File: config.mk
export PLATFORM = sky130hd
export DESIGN_NAME = date_offset_via_julian_day_unit
export DESIGN_NICKNAME = d
export VERILOG_FILES = /design/src/hdl/dovj_pkg.sv /design/src/hdl/dovj_fwd.sv /design/src/hdl/dovj_inv.sv /design/src/hdl/date_offset_via_julian_day_unit.sv
export SDC_FILE = /design/constraint.sdc
export NUM_CORES = 2
export LEC_CHECK = 0
export BUFFER_PORTS_ARGS = -buffer_cell sky130_fd_sc_hd__buf_2
export CORE_MARGIN = 5
export CORE_UTILIZATION = 60
export DETAILED_ROUTE_END_ITERATION = 10
export PLACE_DENSITY = 0.77
export SYNTH_ARGS = -nofsm -noshare
export SYNTH_HDL_FRONTEND = slang
export SYNTH_SLANG_ARGS = --single-unit
File: constraint.sdc
create_clock -name clk -period 10 [get_ports clk]
set_input_delay 1.5 -clock clk [delete_from_list [all_inputs] [get_ports clk]]
set_output_delay 1.5 -clock clk [all_outputs]
set_load 0.02 [all_outputs]
File: src/hdl/dovj_pkg.sv
// ----------------------------------------------------------------------------
// dovj_pkg: shared types and constants for the date offset unit
// Pipeline depths, day-number constants, reciprocal multipliers for the
// constant divisions and the small month tables of the Meeus method.
// ----------------------------------------------------------------------------
package dovj_pkg;

  // Pipeline depth of the two halves.
  localparam int unsigned FWD_STAGES  = 3;
  localparam int unsigned INV_STAGES  = 7;
  localparam int unsigned PIPE_STAGES = FWD_STAGES + INV_STAGES;

  typedef logic [FWD_STAGES-1:0] fwd_ld_t;
  typedef logic [INV_STAGES-1:0] inv_ld_t;

  // Day numbers of 0001-01-01 and 9999-12-31.
  localparam logic signed [24:0] JDN_FIRST = 25'sd1721426;
  localparam logic signed [24:0] JDN_LAST  = 25'sd5373484;

  localparam int unsigned YEAR_BIAS = 4716;

  // floor(n / 100) for n below 2^15: n * RCP >> SH.
  localparam int unsigned DIV100_SH = 22;
  localparam logic [15:0] DIV100_RCP =
    16'(((64'd1 << DIV100_SH) + 64'd99) / 64'd100);

  // floor(n / 146097) for n below 2^24.
  localparam int unsigned DIVB_SH = 42;
  localparam logic [24:0] DIVB_RCP =
    25'(((64'd1 << DIVB_SH) + 64'd146096) / 64'd146097);

  // floor(n / 7305) for n below 2^27.
  localparam int unsigned DIVE_SH = 40;
  localparam logic [27:0] DIVE_RCP =
    28'(((64'd1 << DIVE_SH) + 64'd7304) / 64'd7305);

  // Smallest day-of-year remainder for which floor(10000 * h / 306001) >= k.
  localparam logic [9:0] G_THR [16] = '{
    10'd0,
    10'((306001 *  1 + 9999) / 10000), 10'((306001 *  2 + 9999) / 10000),
    10'((306001 *  3 + 9999) / 10000), 10'((306001 *  4 + 9999) / 10000),
    10'((306001 *  5 + 9999) / 10000), 10'((306001 *  6 + 9999) / 10000),
    10'((306001 *  7 + 9999) / 10000), 10'((306001 *  8 + 9999) / 10000),
    10'((306001 *  9 + 9999) / 10000), 10'((306001 * 10 + 9999) / 10000),
    10'((306001 * 11 + 9999) / 10000), 10'((306001 * 12 + 9999) / 10000),
    10'((306001 * 13 + 9999) / 10000), 10'((306001 * 14 + 9999) / 10000),
    10'((306001 * 15 + 9999) / 10000)
  };

  // floor(30.6001 * (m + 1)) for the raw month code, where January and
  // February count as months 13 and 14 of the year before.
  function automatic logic [8:0] month_term(input logic [3:0] m);
    logic [8:0] t;
    unique case (m)
      4'd0:    t = 9'((306001 * 13) / 10000);
      4'd1:    t = 9'((306001 * 14) / 10000);
      4'd2:    t = 9'((306001 * 15) / 10000);
      4'd3:    t = 9'((306001 *  4) / 10000);
      4'd4:    t = 9'((306001 *  5) / 10000);
      4'd5:    t = 9'((306001 *  6) / 10000);
      4'd6:    t = 9'((306001 *  7) / 10000);
      4'd7:    t = 9'((306001 *  8) / 10000);
      4'd8:    t = 9'((306001 *  9) / 10000);
      4'd9:    t = 9'((306001 * 10) / 10000);
      4'd10:   t = 9'((306001 * 11) / 10000);
      4'd11:   t = 9'((306001 * 12) / 10000);
      4'd12:   t = 9'((306001 * 13) / 10000);
      4'd13:   t = 9'((306001 * 14) / 10000);
      4'd14:   t = 9'((306001 * 15) / 10000);
      default: t = 9'((306001 * 16) / 10000);
    endcase
    return t;
  endfunction

  // floor(30.6001 * g), the day offset at which month code g begins.
  function automatic logic [9:0] month_base(input logic [3:0] g);
    logic [9:0] t;
    unique case (g)
      4'd0:    t = 10'd0;
      4'd1:    t = 10'((306001 *  1) / 10000);
      4'd2:    t = 10'((306001 *  2) / 10000);
      4'd3:    t = 10'((306001 *  3) / 10000);
      4'd4:    t = 10'((306001 *  4) / 10000);
      4'd5:    t = 10'((306001 *  5) / 10000);
      4'd6:    t = 10'((306001 *  6) / 10000);
      4'd7:    t = 10'((306001 *  7) / 10000);
      4'd8:    t = 10'((306001 *  8) / 10000);
      4'd9:    t = 10'((306001 *  9) / 10000);
      4'd10:   t = 10'((306001 * 10) / 10000);
      4'd11:   t = 10'((306001 * 11) / 10000);
      4'd12:   t = 10'((306001 * 12) / 10000);
      4'd13:   t = 10'((306001 * 13) / 10000);
      4'd14:   t = 10'((306001 * 14) / 10000);
      default: t = 10'((306001 * 15) / 10000);
    endcase
    return t;
  endfunction

endpackage

File: src/hdl/dovj_fwd.sv
// ----------------------------------------------------------------------------
// dovj_fwd: date to Julian day number, plus offset
// Three register stages: year adjust and month term, century quotient and
// year term, then the final sum with the Gregorian correction.
// ----------------------------------------------------------------------------
module dovj_fwd (
  input  logic                clk,
  input  dovj_pkg::fwd_ld_t   ld,
  input  logic [4:0]          day,
  input  logic [3:0]          month,
  input  logic [13:0]         year,
  input  logic signed [22:0]  offset_days,
  output logic signed [24:0]  jdn
);
  import dovj_pkg::*;

  // Stage 1
  logic              dec;
  logic [14:0]       yp_nxt, yp_r;
  logic [14:0]       yt_nxt, yt_r;
  logic [8:0]        tm_r;
  logic [4:0]        d1_r;
  logic signed [22:0] off1_r;

  // January and February belong to the year before.
  assign dec    = (month < 4'd3);
  assign yp_nxt = {1'b0, year} + 15'd100 - {14'b0, dec};
  assign yt_nxt = {1'b0, year} + 15'(YEAR_BIAS) - {14'b0, dec};

  always_ff @(posedge clk) begin
    if (ld[0]) begin
      yp_r   <= yp_nxt;
      yt_r   <= yt_nxt;
      tm_r   <= month_term(month);
      d1_r   <= day;
      off1_r <= offset_days;
    end
  end

  // Stage 2
  logic [30:0]        cq_prod;
  logic [24:0]        t1_prod;
  logic signed [8:0]  cent_nxt, cent_r;
  logic [22:0]        t1_nxt, t1_r;
  logic signed [23:0] part_nxt, part_r;

  // The year was biased by 100 so the century quotient stays non-negative.
  assign cq_prod  = 31'(yp_r) * 31'(DIV100_RCP);
  assign cent_nxt = $signed(9'(cq_prod >> DIV100_SH) - 9'd1);
  assign t1_prod  = 25'(yt_r) * 25'(11'd1461);
  assign t1_nxt   = t1_prod[24:2];
  assign part_nxt = 24'(off1_r) + $signed({15'b0, tm_r}) + $signed({19'b0, d1_r})
                    - 24'sd1524;

  always_ff @(posedge clk) begin
    if (ld[1]) begin
      cent_r <= cent_nxt;
      t1_r   <= t1_nxt;
      part_r <= part_nxt;
    end
  end

  // Stage 3
  logic signed [9:0]  gcorr;
  logic signed [24:0] jdn_nxt, jdn_r;

  assign gcorr   = 10'sd2 - 10'(cent_r) + 10'(cent_r >>> 2);
  assign jdn_nxt = $signed({2'b0, t1_r}) + 25'(part_r) + 25'(gcorr);

  always_ff @(posedge clk) begin
    if (ld[2]) begin
      jdn_r <= jdn_nxt;
    end
  end

  assign jdn = jdn_r;

endmodule

File: src/hdl/dovj_inv.sv
// ----------------------------------------------------------------------------
// dovj_inv: Julian day number back to a Gregorian date
// Seven register stages: range test, century quotient, day count, year
// quotient, day of year, month search and the final output register.
// ----------------------------------------------------------------------------
module dovj_inv (
  input  logic               clk,
  input  dovj_pkg::inv_ld_t  ld,
  input  logic signed [24:0] jdn,
  output logic [4:0]         result_day,
  output logic [3:0]         result_month,
  output logic [13:0]        result_year,
  output logic               out_of_range
);
  import dovj_pkg::*;

  // Stage 1: range test and century numerator, biased by four centuries.
  logic               oor_nxt, oor1_r;
  logic signed [26:0] n1_w;
  logic [23:0]        n1_r;
  logic [22:0]        jd1_r;

  assign oor_nxt = (jdn < JDN_FIRST) || (jdn > JDN_LAST);
  assign n1_w    = $signed({jdn, 2'b00}) - 27'sd6884477;

  always_ff @(posedge clk) begin
    if (ld[0]) begin
      oor1_r <= oor_nxt;
      n1_r   <= n1_w[23:0];
      jd1_r  <= jdn[22:0];
    end
  end

  // Stage 2: century quotient.
  logic [48:0] pb;
  logic [6:0]  bq_r;
  logic [22:0] jd2_r;
  logic        oor2_r;

  assign pb = 49'(n1_r) * 49'(DIVB_RCP);

  always_ff @(posedge clk) begin
    if (ld[1]) begin
      bq_r   <= 7'(pb >> DIVB_SH);
      jd2_r  <= jd1_r;
      oor2_r <= oor1_r;
    end
  end

  // Stage 3: Gregorian correction and the numerator of the year quotient.
  logic signed [7:0]  bs, bfl;
  logic signed [24:0] dd_w;
  logic [22:0]        dd_nxt, dd3_r;
  logic [26:0]        u_nxt, u_r;
  logic               oor3_r;

  assign bs     = $signed({1'b0, bq_r}) - 8'sd4;
  assign bfl    = bs >>> 2;
  assign dd_w   = $signed({2'b0, jd2_r}) + 25'sd1525 + 25'(bs) - 25'(bfl);
  assign dd_nxt = dd_w[22:0];
  assign u_nxt  = 27'(dd_nxt) * 27'd20 - 27'd2442;

  always_ff @(posedge clk) begin
    if (ld[2]) begin
      dd3_r  <= dd_nxt;
      u_r    <= u_nxt;
      oor3_r <= oor2_r;
    end
  end

  // Stage 4: year quotient.
  logic [54:0] pe;
  logic [13:0] e4_r;
  logic [22:0] dd4_r;
  logic        oor4_r;

  assign pe = 55'(u_r) * 55'(DIVE_RCP);

  always_ff @(posedge clk) begin
    if (ld[3]) begin
      e4_r   <= 14'(pe >> DIVE_SH);
      dd4_r  <= dd3_r;
      oor4_r <= oor3_r;
    end
  end

  // Stage 5: days into the March-based year.
  logic [24:0] pf;
  logic [9:0]  h5_r;
  logic [13:0] e5_r;
  logic        oor5_r;

  assign pf = 25'(e4_r) * 25'(11'd1461);

  always_ff @(posedge clk) begin
    if (ld[4]) begin
      h5_r   <= 10'(dd4_r - pf[24:2]);
      e5_r   <= e4_r;
      oor5_r <= oor4_r;
    end
  end

  // Stage 6: month code from a threshold compare.
  logic [3:0]  g_nxt, g6_r;
  logic [9:0]  h6_r;
  logic [13:0] e6_r;
  logic        oor6_r;

  always_comb begin
    g_nxt = '0;
    for (int k = 1; k < 16; k++) begin
      if (h5_r >= G_THR[k]) begin
        g_nxt = 4'(k);
      end
    end
  end

  always_ff @(posedge clk) begin
    if (ld[5]) begin
      g6_r   <= g_nxt;
      h6_r   <= h5_r;
      e6_r   <= e5_r;
      oor6_r <= oor5_r;
    end
  end

  // Stage 7: output register.
  logic [9:0]  rday_w;
  logic [3:0]  rmon_w;
  logic [13:0] ryr_w;
  logic [4:0]  rday_r;
  logic [3:0]  rmon_r;
  logic [13:0] ryr_r;
  logic        oor7_r;

  assign rday_w = h6_r - month_base(g6_r);
  assign rmon_w = (g6_r < 4'd14) ? g6_r - 4'd1 : g6_r - 4'd13;
  assign ryr_w  = (rmon_w > 4'd2) ? e6_r - 14'd4716 : e6_r - 14'd4715;

  always_ff @(posedge clk) begin
    if (ld[6]) begin
      oor7_r <= oor6_r;
      if (oor6_r) begin
        rday_r <= '0;
        rmon_r <= '0;
        ryr_r  <= '0;
      end else begin
        rday_r <= rday_w[4:0];
        rmon_r <= rmon_w;
        ryr_r  <= ryr_w;
      end
    end
  end

  assign result_day   = rday_r;
  assign result_month = rmon_r;
  assign result_year  = ryr_r;
  assign out_of_range = oor7_r;

endmodule

File: src/hdl/date_offset_via_julian_day_unit.sv
// ----------------------------------------------------------------------------
// date_offset_via_julian_day_unit: add a day offset to a Gregorian date
// Converts the start date to a Julian day number, adds the signed offset and
// converts back, proleptic Gregorian in both directions.
//
//   channel  ports                     contents
//   -------  ------------------------  ---------------------------------------
//   input    in_tvalid/tready/tdata    day, month, year, offset_days
//   result   out_tvalid/tready/tdata   result_day, result_month, result_year
//            out_tuser                 out_of_range
//
// One transfer per cycle sustained while out_tready is high; each item passes
// through the ten-stage pipeline (three forward stages, seven inverse stages).
// Every stage has its own valid bit, so bubbles close up while the output
// is stalled and the input keeps taking items until all stages are full.
// Reset clears the valid bits only; no reset sweep is needed.
// ----------------------------------------------------------------------------
module date_offset_via_julian_day_unit (
  input  logic        clk,
  input  logic        rst_n,
  input  logic        in_tvalid,
  output logic        in_tready,
  // [4:0] day, [8:5] month, [22:9] year, [45:23] offset_days, [47:46] zero
  input  logic [47:0] in_tdata,
  output logic        out_tvalid,
  input  logic        out_tready,
  // [4:0] result_day, [8:5] result_month, [22:9] result_year, [23] zero
  output logic [23:0] out_tdata,
  // [0] out_of_range
  output logic        out_tuser
);
  import dovj_pkg::*;

  logic [PIPE_STAGES-1:0] v_r, v_nxt;
  logic [PIPE_STAGES-1:0] adv;
  fwd_ld_t                fwd_ld;
  inv_ld_t                inv_ld;
  logic signed [24:0]     jdn;
  logic [4:0]             rday;
  logic [3:0]             rmon;
  logic [13:0]            ryr;
  logic                   oor;

  // A stage moves forward when it is empty or the stage after it moves.
  always_comb begin
    adv[PIPE_STAGES-1] = !v_r[PIPE_STAGES-1] || out_tready;
    for (int k = PIPE_STAGES - 2; k >= 0; k--) begin
      adv[k] = !v_r[k] || adv[k+1];
    end
  end

  always_comb begin
    v_nxt = v_r;
    for (int k = 0; k < PIPE_STAGES; k++) begin
      if (adv[k]) begin
        v_nxt[k] = (k == 0) ? in_tvalid : v_r[(k == 0) ? 0 : k - 1];
      end
    end
  end

  always_ff @(posedge clk) begin
    if (!rst_n) begin
      v_r <= '0;
    end else begin
      v_r <= v_nxt;
    end
  end

  assign fwd_ld    = adv[FWD_STAGES-1:0];
  assign inv_ld    = adv[PIPE_STAGES-1:FWD_STAGES];
  assign in_tready = adv[0];

  dovj_fwd u_fwd (
    .clk         (clk),
    .ld          (fwd_ld),
    .day         (in_tdata[4:0]),
    .month       (in_tdata[8:5]),
    .year        (in_tdata[22:9]),
    .offset_days ($signed(in_tdata[45:23])),
    .jdn         (jdn)
  );

  dovj_inv u_inv (
    .clk          (clk),
    .ld           (inv_ld),
    .jdn          (jdn),
    .result_day   (rday),
    .result_month (rmon),
    .result_year  (ryr),
    .out_of_range (oor)
  );

  assign out_tvalid = v_r[PIPE_STAGES-1];
  assign out_tdata  = {1'b0, ryr, rmon, rday};
  assign out_tuser  = oor;

`ifndef SYNTHESIS
  // The input is held off only when every stage holds an item.
  a_ready_full: assert property (@(posedge clk) disable iff (!rst_n)
    !in_tready |-> (&v_r))
    else $error("input stalled while the pipeline has a free stage");

  // An out-of-range result carries an all-zero date.
  a_oor_zero: assert property (@(posedge clk) disable iff (!rst_n)
    (out_tvalid && out_tuser) |-> (out_tdata == '0))
    else $error("out-of-range result with a nonzero date");

  // An in-range result is always a real day and month.
  a_date_sane: assert property (@(posedge clk) disable iff (!rst_n)
    (out_tvalid && !out_tuser) |->
      (out_tdata[4:0] != 5'd0 && out_tdata[8:5] != 4'd0 && out_tdata[8:5] <= 4'd12))
    else $error("in-range result with an impossible day or month");
`endif

endmodule

==> results.md <==
* Outcome: complete, no violations
* Total iterations of the first detailed-routing run at 7
* GRT Total Usage at 22.5%
* Vias in the first global route at 32000
* Crit share post-route at 76.9%
* Share of layout cells above drive strength 1 at 4.43%
* Worst Slack Setup Final at 2.31 ns
* Pre-CTS WS at 2.27 ns
* Top cells by area, synth: fa_1 (28%), ha_1 (23%), edfxtp_1 (22%), inv_1 (8.1%), xnor2_1 (3.1%)
* Detailed-route wire length on metal 1 at 39.4 mm
* Final Wtd Congestion at 0.943
* DP Area at 49800 sq um
* Sequential cell area fraction in the yosys report at 22.3%
* Die Area at 85900 sq um
* Max Cap Viol at 0
* Routed vias at 29800
* Hold_ws at 0.411 ns
* Crit Path Category: reg -> reg
* CTS sink count at 361
* Leading area contributor after synthesis: fa_1
* Syn Area/Cell at 11.2 sq um
* Initial antenna violation count at 0
* Fin. Hold Viols at 0
* Post-DP HPWL at 80.4 mm
* Crit-path max cell delay at 0.74 ns
* Setup bufs post-CTS at 0
* Worst Hold Class: reg -> reg
* FP Rows at 103
* Clock latency on the worst-skew pair at 0.55 ns
* Diodes inserted at 0
* Routed wl met3 at 3.85 mm
* Syn nets at 5936
* Clock skew at 0.0120 ns
* Area delta synth->final at 6.09%
* Worst-margin pin slew at 1.13 ns
* Layout Nets at 6034
* Max Clk Rate at 130 MHz
* Hold Buf Count CTS at 0
* Post-CTS sizing at 0
* Area of the multi-input gates at 33400 sq um
* Chip Height at 293 um
* Total Wirelength at 93.0 mm
* Post-synthesis async set-or-reset flop share at 0%
* TNS Setup at 0 ns
* Met2 wire len at 47.4 mm
* Register area at 10700 sq um
* Max Root-Sink Buffers at 3
* Most common cell after layout, fill and taps aside: inv_1
* YS warnings at 0
* Root buf cell: clkbuf_16
* DR top layer: met4
* CP max-delay cell: fa_1
* PortBufs at 75
* Drc violations at 0
* Hold path depth at 0
* I/O Pins at 79
* Number of synthesized flops with an enable pin at 351
* CP max FO at 8
* Die width at 293 um
* Most frequent cells in the layout: inv_1 (1041), ha_1 (902), fa_1 (682), edfxtp_1 (351), xnor2_1 (169)
* Register bit total from synthesis at 361
* CP Launch Type: register
* Leading register cell type out of synthesis: edfxtp_1
* Cell Area, Synth at 48100 sq um
* Cells after Synth at 4300
* Critical-path cell list: fa_1 -> inv_1 -> fa_1 -> inv_1 -> fa_1 -> fa_1 -> inv_1 -> fa_1 -> fa_1 -> inv_1 -> fa_1 -> ha_1 -> a21oi_1 -> o21ai_0 -> a41o_1 -> a211oi_2 -> a211oi_1 -> a41oi_2 -> a21oi_2 -> a2111o_1 -> a31oi_1 -> xnor2_1
* Number of H-tree levels at 2
* Worst EP arrival at 8.00 ns
* TritonCTS clock tree: built
* CTS buffer count at 38
* DRT antenna net count at 0
* Final setup fails at 0
* Cell variety after synth at 93
* Fillers at 6039
* Worst Setup End Kind: register
* Final instance area at 51000 sq um
* R2R depth at 22
* Initial Util at 60.7%
* Wirelength per Cell at 17.0 um
* First-pass GRT wire length at 158 mm
* GRT Residual Overflow at 0
* Vias per cell at 5.44
* Pin count of the biggest net entering global routing at 57
* Most frequent CP cell: fa_1
* Yosys top cell area share at 28.4%
* Core box area at 79300 sq um
* RSZ-0062 raised after global routing: false
* Max Slew Vio Count at 0
* Detailed Route Iter0 Violations at 1396
* Relative slew slack at 24.3%
* Clk slew on worst S/H paths at 0.06 ns
* Critical path required time at 10.31 ns
* Tmin final at 7.69 ns
## worst paths after layout
path	startpoint	endpoint	slack, ns
worst min register to register	u_inv.jd1_r[19]	u_inv.jd2_r[19]	0.41
worst max-delay path	u_inv.u_r[25]	u_inv.e4_r[13]	2.31
worst max register to register	u_inv.u_r[25]	u_inv.e4_r[13]	2.31
worst min-delay path	u_inv.jd1_r[19]	u_inv.jd2_r[19]	0.41
## worst max-delay path: cells and delay by family (launching register included)
family	cells	cell delay (ns)
XOR/XNOR	1	0.09
adder cells (fa/ha/maj)	8	4.35
flip-flops	1	0.58
buffers and inverters	4	0.30
AO/OA/AOI/OAI	9	2.13
## stage by stage
step | std cells | utilization (%)
floorplan | 4300 | -
global placement | 5408 | 62.8
detailed placement | 5408 | 62.8
CTS | 5477 | 64.4
global route | 5477 | 64.4
finish | 5477 | 64.4
## synth_stat cells (all sizes together) (8+ instances only)
master  number
a21oi      166
xnor2      169
a211oi      21
nor2b       23
a21boi      10
and2        12
nand2b      25
nor3b        8
o31ai        8
edfxtp     351
or2         18
clkbuf      17
ha         902
a31o         9
nor2       148
o21a        34
nor3        41
o21bai      31
or3         12
and3        20
xor2        80
inv       1041
dfxtp       10
a31oi       17
fa         682
a21o        74
a211o        9
o21ai       87
nand3       36
nand4       17
o211ai      16
nand2      102
## final cells by class
cell class | instances | share of cell area (%)
sequential | 361 | 21.0
inverter | 1041 | 7.66
timing repair buffer | 81 | 0.824
clock buffer | 51 | 2.10
tap | 1050 | 2.57
clock inverter | 18 | 0.422
multi-input combinational | 2875 | 65.4
## sequential cells by signal (all words and copies together) (netlist names), 9 cells and up
| name | flops |
|---|---|
| u_fwd.cent_r | 9 |
| u_fwd.jdn | 25 |
| u_fwd.off1_r | 23 |
| u_fwd.part_r | 24 |
| u_fwd.t1_r | 23 |
| u_fwd.tm_r | 9 |
| u_fwd.yp_r | 12 |
| u_fwd.yt_r | 15 |
| u_inv.dd3_r | 10 |
| u_inv.dd4_r | 10 |
| u_inv.e4_r | 14 |
| u_inv.e5_r | 14 |
| u_inv.e6_r | 14 |
| u_inv.h5_r | 10 |
| u_inv.jd1_r | 23 |
| u_inv.jd2_r | 23 |
| u_inv.n1_r | 17 |
| u_inv.result_year | 14 |
| u_inv.u_r | 25 |
| v_r | 10 |
## logic make-up (layout without fill, tap and decap cells)
kind of cell / count (synthesis) / in the layout / synth area share [%]
fa+ha+maj: 1584 / 1584 / 51.8
buf+inv: 1064 / 1191 / 8.35
compound gates: 543 / 543 / 7.57
simple gates: 488 / 488 / 5.09
flops: 361 / 361 / 22.3
xor+xnor: 249 / 249 / 4.55
mux: 10 / 10 / 0.268
other cells: 1 / 1 / 0.00779
## metal layers
metal | GRT usage (%) | vias to the layer above
li1 | - | 14300
met1 | 29.7 | 14800
met2 | 40.0 | 588
met3 | 2.63 | 140
met4 | 5.36 | 0
met5 | 0 | -
Power is left out: the tool's default activity adds up to more than one toggle a clock period on the data nets, which glitch-free logic cannot reach.
